`src/design/lruc_pkg.sv`:
```
// Types and codes for the LRU cache with expiry.
// No dependencies.
package lruc_pkg;
    localparam int KIND_W  = 2;
    localparam int LIFE_W  = 16;
    localparam int TIME_W  = 32;
    localparam int KEY_W   = 32;
    localparam int VAL_W   = 32;
    localparam int CAP_W   = 5;

    localparam logic [KIND_W-1:0] KIND_GET  = 2'd0;
    localparam logic [KIND_W-1:0] KIND_PUT  = 2'd1;
    localparam logic [KIND_W-1:0] KIND_TICK = 2'd2;

    localparam logic [1:0] EV_NONE    = 2'd0;
    localparam logic [1:0] EV_EXPIRED = 2'd1;
    localparam logic [1:0] EV_LRU     = 2'd2;

    typedef struct packed {
        logic [KIND_W-1:0] kind;
        logic [KEY_W-1:0]  key;
        logic [VAL_W-1:0]  value;
        logic [LIFE_W-1:0] lifetime;
    } req_t;

    typedef struct packed {
        logic             hit;
        logic [VAL_W-1:0] read_value;
        logic             expired_drop;
        logic [1:0]       evicted;
    } rsp_t;
endpackage

```
`src/design/lru_cache_with_expiry.sv`:
```
// Top level of the LRU cache with expiry: sequencer around one entry RAM.
// Depends on lruc_pkg and lruc_ram.
//
// One item at a time: busy rises the cycle after start is accepted. A get or
// put scans every slot, then runs a rank-update pass over every slot, the
// write state and the done state; the next item can be taken in the cycle
// after done. A get that misses skips the update pass and the write; a tick
// or an unused kind goes straight from idle to done. Both passes read the
// entry RAM one slot a cycle, as it has a single read port. The result is
// shown for one cycle with done; the receiver cannot stall it. Valid bits
// live in flip-flops, cleared at reset.
module lru_cache_with_expiry #(
    parameter int MAX_ENTRIES = 16,
    parameter int KEY_BITS    = 32,
    parameter int VALUE_BITS  = 32
) (
    input  logic                    clk,
    input  logic                    rst_n,
    input  logic                    start,
    input  lruc_pkg::req_t          req,
    output logic                    busy,
    output logic                    done,
    output lruc_pkg::rsp_t          rsp,
    input  logic                    cfg_we,
    input  logic [lruc_pkg::CAP_W-1:0] cfg_wdata
);
    import lruc_pkg::*;

    localparam int IW = $clog2(MAX_ENTRIES);
    localparam int CW = $clog2(MAX_ENTRIES + 1);
    localparam int EW = KEY_BITS + VALUE_BITS + TIME_W + IW;
    localparam logic [IW-1:0] LAST = IW'(MAX_ENTRIES - 1);

    typedef enum logic [2:0] {
        S_IDLE, S_SCAN, S_DEC, S_WRITE, S_DONE
    } state_t;

    // RAM word layout: key, value, expiry, rank
    logic          we;
    logic [IW-1:0] waddr, raddr;
    logic [EW-1:0] wdata, rdata;

    lruc_ram #(.WIDTH(EW), .DEPTH(MAX_ENTRIES)) u_ram (
        .clk(clk), .we(we), .waddr(waddr), .wdata(wdata),
        .raddr(raddr), .rdata(rdata)
    );

    logic [KEY_BITS-1:0]   r_key;
    logic [VALUE_BITS-1:0] r_val;
    logic [TIME_W-1:0]     r_exp;
    logic [IW-1:0]         r_rank;
    assign r_key  = rdata[EW-1 -: KEY_BITS];
    assign r_val  = rdata[EW-1-KEY_BITS -: VALUE_BITS];
    assign r_exp  = rdata[IW +: TIME_W];
    assign r_rank = rdata[IW-1:0];

    state_t                state_reg;
    logic [MAX_ENTRIES-1:0] valid_reg;
    logic [CAP_W-1:0]      cap_reg;
    logic [TIME_W-1:0]     time_reg;
    logic [KIND_W-1:0]     kind_reg;
    logic [KEY_BITS-1:0]   key_reg;
    logic [VALUE_BITS-1:0] val_reg;
    logic [TIME_W-1:0]     exp_reg;
    logic [IW-1:0]         idx_reg;   // slot being read
    logic                  rd_ok_reg; // rdata is valid and belongs to slot ridx_reg
    logic [IW-1:0]         ridx_reg;  // slot of rdata
    logic                  last_reg;
    // scan results
    logic                  fnd_reg, fexp_reg, xv_reg, lv_reg, fe_reg;
    logic [IW-1:0]         fslot_reg, xslot_reg, lslot_reg, eslot_reg;
    logic [IW-1:0]         xrank_reg;
    logic [VALUE_BITS-1:0] fval_reg;
    logic [TIME_W-1:0]     fexpv_reg;
    logic [IW-1:0]         frank_reg;
    logic [CW-1:0]         cnt_reg;
    // drop/fill plan
    logic                  drop_reg;
    logic [IW-1:0]         dslot_reg, drank_reg, tslot_reg;
    logic                  fill_reg;
    rsp_t                  rsp_reg;

    logic [CW-1:0] eff_cap;
    logic          slot_live;
    logic [TIME_W:0] exp_sum;

    always_comb
    begin
        if (cap_reg == '0)
            eff_cap = CW'(1);
        else if (32'(cap_reg) > 32'(MAX_ENTRIES))
            eff_cap = CW'(MAX_ENTRIES);
        else
            eff_cap = CW'(cap_reg);
    end

    assign slot_live = valid_reg[ridx_reg];
    assign exp_sum   = {1'b0, time_reg} + {{(TIME_W+1-LIFE_W){1'b0}}, req.lifetime};

    // RAM address and write port
    always_comb
    begin
        raddr = idx_reg;
        we    = 1'b0;
        waddr = ridx_reg;
        wdata = rdata;
        if (state_reg == S_DEC && drop_reg && rd_ok_reg && slot_live
            && ridx_reg != dslot_reg && r_rank > drank_reg)
        begin
            we    = 1'b1;
            wdata = {r_key, r_val, r_exp, r_rank - IW'(1)};
        end
        else if (state_reg == S_WRITE)
        begin
            we    = fill_reg;
            waddr = tslot_reg;
            wdata = {key_reg, val_reg, exp_reg,
                     IW'(cnt_reg - CW'(drop_reg))};
        end
    end

    // sequencer
    always_ff @(posedge clk or negedge rst_n)
    begin
        if (!rst_n)
        begin
            state_reg <= S_IDLE;
            valid_reg <= '0;
            cap_reg   <= CAP_W'(16);
            time_reg  <= '0;
            rd_ok_reg <= 1'b0;
            idx_reg   <= '0;
            kind_reg  <= '0;
            key_reg   <= '0;
            val_reg   <= '0;
            exp_reg   <= '0;
            ridx_reg  <= '0;
            last_reg  <= 1'b0;
            fnd_reg   <= 1'b0;
            fexp_reg  <= 1'b0;
            xv_reg    <= 1'b0;
            lv_reg    <= 1'b0;
            fe_reg    <= 1'b0;
            fslot_reg <= '0;
            xslot_reg <= '0;
            xrank_reg <= '0;
            lslot_reg <= '0;
            eslot_reg <= '0;
            fval_reg  <= '0;
            fexpv_reg <= '0;
            frank_reg <= '0;
            cnt_reg   <= '0;
            drop_reg  <= 1'b0;
            dslot_reg <= '0;
            drank_reg <= '0;
            tslot_reg <= '0;
            fill_reg  <= 1'b0;
            rsp_reg   <= '0;
        end
        else
        begin
            if (cfg_we)
                cap_reg <= cfg_wdata;
            unique case (state_reg)
                S_IDLE:
                begin
                    if (start)
                    begin
                        kind_reg  <= req.kind;
                        key_reg   <= KEY_BITS'(req.key);
                        val_reg   <= VALUE_BITS'(req.value);
                        exp_reg   <= exp_sum[TIME_W] ? '1 : exp_sum[TIME_W-1:0];
                        idx_reg   <= '0;
                        rd_ok_reg <= 1'b0;
                        fnd_reg <= 1'b0; xv_reg <= 1'b0; lv_reg <= 1'b0;
                        fe_reg  <= 1'b0; cnt_reg <= '0; last_reg <= 1'b0;
                        rsp_reg <= '0;
                        if (req.kind == KIND_GET || req.kind == KIND_PUT)
                            state_reg <= S_SCAN;
                        else
                        begin
                            if (req.kind == KIND_TICK && time_reg != '1)
                                time_reg <= time_reg + TIME_W'(1);
                            state_reg <= S_DONE;
                        end
                    end
                end
                S_SCAN:
                begin
                    if (last_reg && !rd_ok_reg)
                    begin
                        // scan finished: rewind and work out the plan
                        idx_reg   <= '0;
                        last_reg  <= 1'b0;
                        rd_ok_reg <= 1'b0;
                        if (kind_reg == KIND_GET)
                        begin
                            if (fnd_reg)
                            begin
                                drop_reg  <= 1'b1;
                                fill_reg  <= !fexp_reg;
                                dslot_reg <= fslot_reg;
                                drank_reg <= frank_reg;
                                tslot_reg <= fslot_reg;
                                if (fexp_reg)
                                    rsp_reg.expired_drop <= 1'b1;
                                else
                                begin
                                    val_reg  <= fval_reg; exp_reg <= fexpv_reg;
                                    rsp_reg.hit <= 1'b1;
                                    rsp_reg.read_value <= VAL_W'(fval_reg);
                                end
                                state_reg <= S_DEC;
                            end
                            else
                            begin
                                drop_reg  <= 1'b0;
                                fill_reg  <= 1'b0;
                                state_reg <= S_DONE;
                            end
                        end
                        else
                        begin
                            fill_reg  <= 1'b1;
                            state_reg <= S_DEC;
                            if (fnd_reg)
                            begin
                                drop_reg <= 1'b1; dslot_reg <= fslot_reg;
                                drank_reg <= frank_reg; tslot_reg <= fslot_reg;
                            end
                            else if (cnt_reg >= eff_cap)
                            begin
                                drop_reg <= 1'b1;
                                if (xv_reg)
                                begin
                                    dslot_reg <= xslot_reg; tslot_reg <= xslot_reg;
                                    drank_reg <= xrank_reg;
                                    rsp_reg.evicted <= EV_EXPIRED;
                                end
                                else
                                begin
                                    dslot_reg <= lv_reg ? lslot_reg : '0;
                                    tslot_reg <= lv_reg ? lslot_reg : '0;
                                    drank_reg <= '0;
                                    rsp_reg.evicted <= EV_LRU;
                                end
                            end
                            else
                            begin
                                drop_reg  <= 1'b0;
                                tslot_reg <= fe_reg ? eslot_reg : '0;
                            end
                        end
                    end
                    else
                    begin
                        // one slot a cycle: issue read idx, inspect previous
                        rd_ok_reg <= !last_reg;
                        ridx_reg  <= idx_reg;
                        if (idx_reg == LAST)
                            last_reg <= 1'b1;
                        else
                            idx_reg <= idx_reg + IW'(1);
                        if (rd_ok_reg)
                        begin
                            if (slot_live)
                            begin
                                cnt_reg <= cnt_reg + CW'(1);
                                if (!fnd_reg && r_key == key_reg)
                                begin
                                    fnd_reg <= 1'b1; fslot_reg <= ridx_reg;
                                    fval_reg <= r_val; fexpv_reg <= r_exp;
                                    frank_reg <= r_rank;
                                    fexp_reg <= (r_exp <= time_reg);
                                end
                                if (!xv_reg && r_exp <= time_reg)
                                begin
                                    xv_reg <= 1'b1; xslot_reg <= ridx_reg;
                                    xrank_reg <= r_rank;
                                end
                                if (!lv_reg && r_rank == '0)
                                begin
                                    lv_reg <= 1'b1; lslot_reg <= ridx_reg;
                                end
                            end
                            else if (!fe_reg)
                            begin
                                fe_reg <= 1'b1; eslot_reg <= ridx_reg;
                            end
                        end
                    end
                end
                S_DEC:
                begin
                    // pass 2: close the rank gap left by the dropped slot
                    rd_ok_reg <= !last_reg;
                    ridx_reg  <= idx_reg;
                    if (idx_reg == LAST)
                        last_reg <= 1'b1;
                    else
                        idx_reg <= idx_reg + IW'(1);
                    if (last_reg && !rd_ok_reg)
                    begin
                        if (drop_reg)
                            valid_reg[dslot_reg] <= 1'b0;
                        state_reg <= S_WRITE;
                    end
                end
                S_WRITE:
                begin
                    if (fill_reg)
                        valid_reg[tslot_reg] <= 1'b1;
                    state_reg <= S_DONE;
                end
                S_DONE:
                begin
                    idx_reg   <= '0;
                    rd_ok_reg <= 1'b0;
                    last_reg  <= 1'b0;
                    state_reg <= S_IDLE;
                end
                default: state_reg <= S_IDLE;
            endcase
        end
    end

    assign busy = (state_reg != S_IDLE);
    assign done = (state_reg == S_DONE);
    assign rsp  = rsp_reg;
endmodule

```
`src/design/lruc_ram.sv`:
```
// Generic single-port-write, single-read synchronous RAM, registered read.
// No dependencies.
module lruc_ram #(
    parameter int WIDTH = 8,
    parameter int DEPTH = 16
) (
    input  logic                     clk,
    input  logic                     we,
    input  logic [$clog2(DEPTH)-1:0] waddr,
    input  logic [WIDTH-1:0]         wdata,
    input  logic [$clog2(DEPTH)-1:0] raddr,
    output logic [WIDTH-1:0]         rdata
);
    logic [WIDTH-1:0] mem [DEPTH];

    // write and registered read
    always_ff @(posedge clk)
    begin
        if (we)
        begin
            mem[waddr] <= wdata;
        end
        rdata <= mem[raddr];
    end
endmodule

```
`config.mk`:
```
export PLATFORM = sky130hd
export DESIGN_NAME = lru_cache_with_expiry
export DESIGN_NICKNAME = d
export VERILOG_FILES = /design/src/design/lruc_pkg.sv /design/src/design/lru_cache_with_expiry.sv /design/src/design/lruc_ram.sv
export SDC_FILE = /design/constraint.sdc
export NUM_CORES = 2
export LEC_CHECK = 0
export ABC_AREA = 1
export BUFFER_PORTS_ARGS = -buffer_cell sky130_fd_sc_hd__clkbuf_2
export CAP_MARGIN = 20
export CORE_ASPECT_RATIO = 2
export CORE_MARGIN = 1
export CORE_UTILIZATION = 45
export CTS_BUF_LIST = sky130_fd_sc_hd__clkbuf_2
export DETAILED_ROUTE_END_ITERATION = 8
export GPL_ROUTABILITY_DRIVEN = 0
export PLACE_DENSITY = 0.67
export SLEW_MARGIN = 10
export SYNTH_ARGS = -nofsm -noshare
export SYNTH_HDL_FRONTEND = slang
export SYNTH_SLANG_ARGS = --single-unit
```
`constraint.sdc`:
```
create_clock -name clk -period 14.2 [get_ports clk]
set_input_delay 0.71 -clock clk [delete_from_list [all_inputs] [get_ports clk]]
set_output_delay 0.71 -clock clk [all_outputs]
set_load 0.01 [all_outputs]
```
==> flow_metrics.tcl <==
set metrics [dict create \
    die_area_sq_mm 0.184 \
    drt_iter0_markers 4841 \
    reg2reg_to "u_ram.mem[13][55]" \
    cp-end-kind "flop" \
    pwr-share-comb_pct 31.5 \
    syn-instance-count 6556 \
    setup.worst_path.class "flop to flop" \
    core_area_sq_mm 0.181 \
    io_buffers 128 \
    clk_latency_ns 1.59 \
    fin_tns_setup_ns 0 \
    synth_nets 6712 \
    seq_power_share_pct 47.5 \
    synth-seq-cells 2012 \
    cellLeakagePower_nw 34.0 \
    critPathLaunchType "flop" \
    dp_hpwl_um 123000 \
    slowest_stage "nor2_4" \
    grt_pass1_vias 56200 \
    die_h_um 606 \
    maxCapViolCount 0 \
    slew_headroom_pct 15.2 \
    ys.flop_type "edfxtp_1" \
    setup_violations 0 \
    synth-seq-area-share_pct 70.5 \
    first_pass_iters 6 \
    reg2reg_depth 12 \
    yosysUniqueCellTypes 54 \
    drive_gt1_share_pct 13.3 \
    period_minus_slack_ns 5.24 \
    period_share_pct 36.9 \
    ctsResizeCount 0 \
    status "complete, no violations" \
    syn_to_final_growth_pct 10.8 \
    ant_nets 0 \
    ir_drop_v 0.000154 \
    hold_class "primary input to flop" \
    hold_violations 0 \
    crit_path_max_fanout 40 \
    cts_made_buffers 416 \
    p_switching_mw 6.35 \
    largest_register_ffs 1600 \
    syn_area_per_cell_sq_um 12.5 \
    post_drt_wl_per_cell_um 22.8 \
    detailed_place.area_sq_mm 0.0851 \
    worstPathArrival_ns 6.25 \
    cp.required_ns 15.21 \
    clockBufferDepth 4 \
    min_to "exp_reg[0]" \
    synthArstFlopShare_pct 15.5 \
    post_cts_buffers 0 \
    root_buffer "clkbuf_2" \
    synth_edf_count 1600 \
    path_clk_slew_ns 0.13 \
    reg2reg_slack_ns 8.96 \
    cts_tree "yes" \
    netSwitchingFraction_pct 38.3 \
    grt_pass1_wl_um 333000 \
    fin_area_sq_mm 0.0910 \
    skew_ns 0.254 \
    rsz0062_at_grt "false" \
    die_w_um 304 \
    cp_slowest_stage_delay_ns 0.86 \
    hp-start "req[0]" \
    tightestPinTransition_ns 1.27 \
    io-pin-count 129 \
    p_clk_share_pct 21.0 \
    overflow 0 \
    timing.fmax_mhz 191 \
    r2r-start "ridx_reg[0]" \
    wirelength_um 222000 \
    synth_warnings 0 \
    initial_core_util_pct 45.3 \
    rows 221 \
    drc 0 \
    maxSlewViolCount 0 \
    whs_ns 0.238 \
    grt.total_usage_pct 23.7 \
    htree_num_levels 5 \
    powerDensity_mw_per_mm2 183 \
    antenna_found_initial 4 \
    final_nets 7180 \
    vias 55100 \
    syn_area_sq_mm 0.0821 \
    viasPerCell 5.67 \
    p_int_mw 10.3 \
    grt_start_max_net_pins 248 \
    hold_depth 5 \
    clock-sinks 2012 \
    crit_chain "inv_1 -> nand2_1 -> o211ai_1 -> nand3_1 -> nand3_1 -> nand2_2 -> nand2_1 -> nand2_1 -> nand3_1 -> nor2_4 -> buf_4 -> buf_4" \
]
[worst max path at each step]
stage                      startpoint           endpoint  slack (ns)  cells after the start
after floorplan           ridx_reg[0]   u_ram.mem[11][0]        8.01                     10
after global placement    ridx_reg[0]  u_ram.mem[13][40]        9.17                     12
after detailed placement  ridx_reg[0]  u_ram.mem[13][36]        9.02                     12
after CTS                 ridx_reg[0]  u_ram.mem[13][55]        8.98                     12
after global routing      ridx_reg[0]  u_ram.mem[13][53]        8.73                     12
final                     ridx_reg[0]  u_ram.mem[13][55]        8.96                     12
[what timing repair did]
action / in CTS / in global routing
hold buffers: 187 / 0
endpoints found under the setup margin: 0 / 0
endpoints found under the hold margin: 259 / 0
[through the flow]
step           std cells  total power [mW]  worst slack (ns)  util (%)
4_1_cts             9712              16.7              8.98      50.2
5_1_grt             9722              17.4              8.73      50.2
3_3_place_gp        8751              13.0              9.17      47.0
3_5_place_dp        8753              13.1              9.02      47.0
6_report            9723              16.6              8.96      50.2
2_1_floorplan       6556              11.2              8.01         -
[Yosys cell counts, types with 2 or more instances]
cell / number / share of area (%)
buf_1: 24 / 0.11
o31ai_1: 4 / 0.037
a21oi_1: 44 / 0.27
o21a_1: 9 / 0.082
o211ai_1: 110 / 1.0
buf_2: 72 / 0.44
nor2_2: 7 / 0.053
buf_4: 31 / 0.28
o21ai_1: 30 / 0.18
nand4_1: 30 / 0.23
inv_1: 272 / 1.2
nor3_1: 32 / 0.20
xor2_1: 48 / 0.51
nand2_4: 4 / 0.055
ha_1: 64 / 0.98
dfxtp_1: 100 / 2.4
nor2_1: 712 / 3.3
o21bai_1: 2 / 0.018
a21o_1: 2 / 0.018
edfxtp_1: 1600 / 59
inv_2: 12 / 0.055
nand2_2: 4 / 0.030
dfrtp_1: 311 / 9.5
o32ai_1: 71 / 0.76
o221ai_1: 325 / 3.5
buf_6: 14 / 0.19
or2_2: 10 / 0.076
mux2i_1: 323 / 3.9
clkbuf_1: 246 / 1.1
o21ai_0: 597 / 3.6
o22ai_1: 18 / 0.14
nor2_4: 2 / 0.027
nand2_1: 1133 / 5.2
nand3_1: 253 / 1.5
xnor2_1: 19 / 0.20
a22oi_1: 3 / 0.027
[worst max-delay path, delay by kind of cell, from the launching register on]
family / cells / cell delay, ns
flops: 1 / 0.64
compound gates: 1 / 0.09
buf+inv: 3 / 1.80
simple gates: 8 / 2.17
[kinds of logic after synthesis]
group	Yosys count	synth area share, %
AND/OR/NAND/NOR	2195	10.7
flip-flops	2012	70.5
AO/OA/AOI/OAI	1221	9.70
buffers and inverters	673	3.46
multiplexers	323	3.94
XOR/XNOR	67	0.715
adder cells (fa/ha/maj)	65	1.00
[per-layer routing]
layer	GRT usage, %	routed length (um)	share of wire [%]
met4	13.7	11700	5.2
met3	3.36	12200	5.5
met1	26.4	82000	37
met2	43.1	116000	52
met5	0	7	0.0032
[power by group through the flow]
stage	Clock (mW)	Sequential [mW]	Combinational [mW]
2_1_floorplan	0	7.76	3.44
3_3_place_gp	0	8.00	4.97
3_5_place_dp	0	8.01	5.10
4_1_cts	3.58	7.88	5.20
5_1_grt	3.82	7.92	5.69
6_report	3.49	7.89	5.23
[final cells by class]
class / count / area, sq um
Inverter: 285 / 1100
Multi-Input combinational cell: 3871 / 21500
Sequential cell: 2012 / 57900
Clock buffer: 623 / 3120
Tap cell: 2341 / 2930
Fill cell: 15600 / 90100
Timing Repair Buffer: 438 / 3650
Antenna cell: 4 / 10.0
Clock inverter: 149 / 766
[placed cells by master (no fill, tap or decap), types with 64 or more instances in the layout]
master | synthesis | routed
o21ai_0 | 597 | 577
buf_4 | 31 | 109
inv_1 | 272 | 271
o211ai_1 | 110 | 110
dfxtp_1 | 100 | 100
o221ai_1 | 325 | 325
dlygate4sd3_1 | 0 | 186
clkbuf_2 | 1 | 750
edfxtp_1 | 1600 | 1600
o32ai_1 | 71 | 71
nor2_1 | 712 | 696
clkinv_1 | 1 | 114
nand3_1 | 253 | 253
nand2_1 | 1133 | 1133
dfrtp_1 | 311 | 307
mux2i_1 | 323 | 323
ha_1 | 64 | 64
Power figures use the tool's default switching activity.
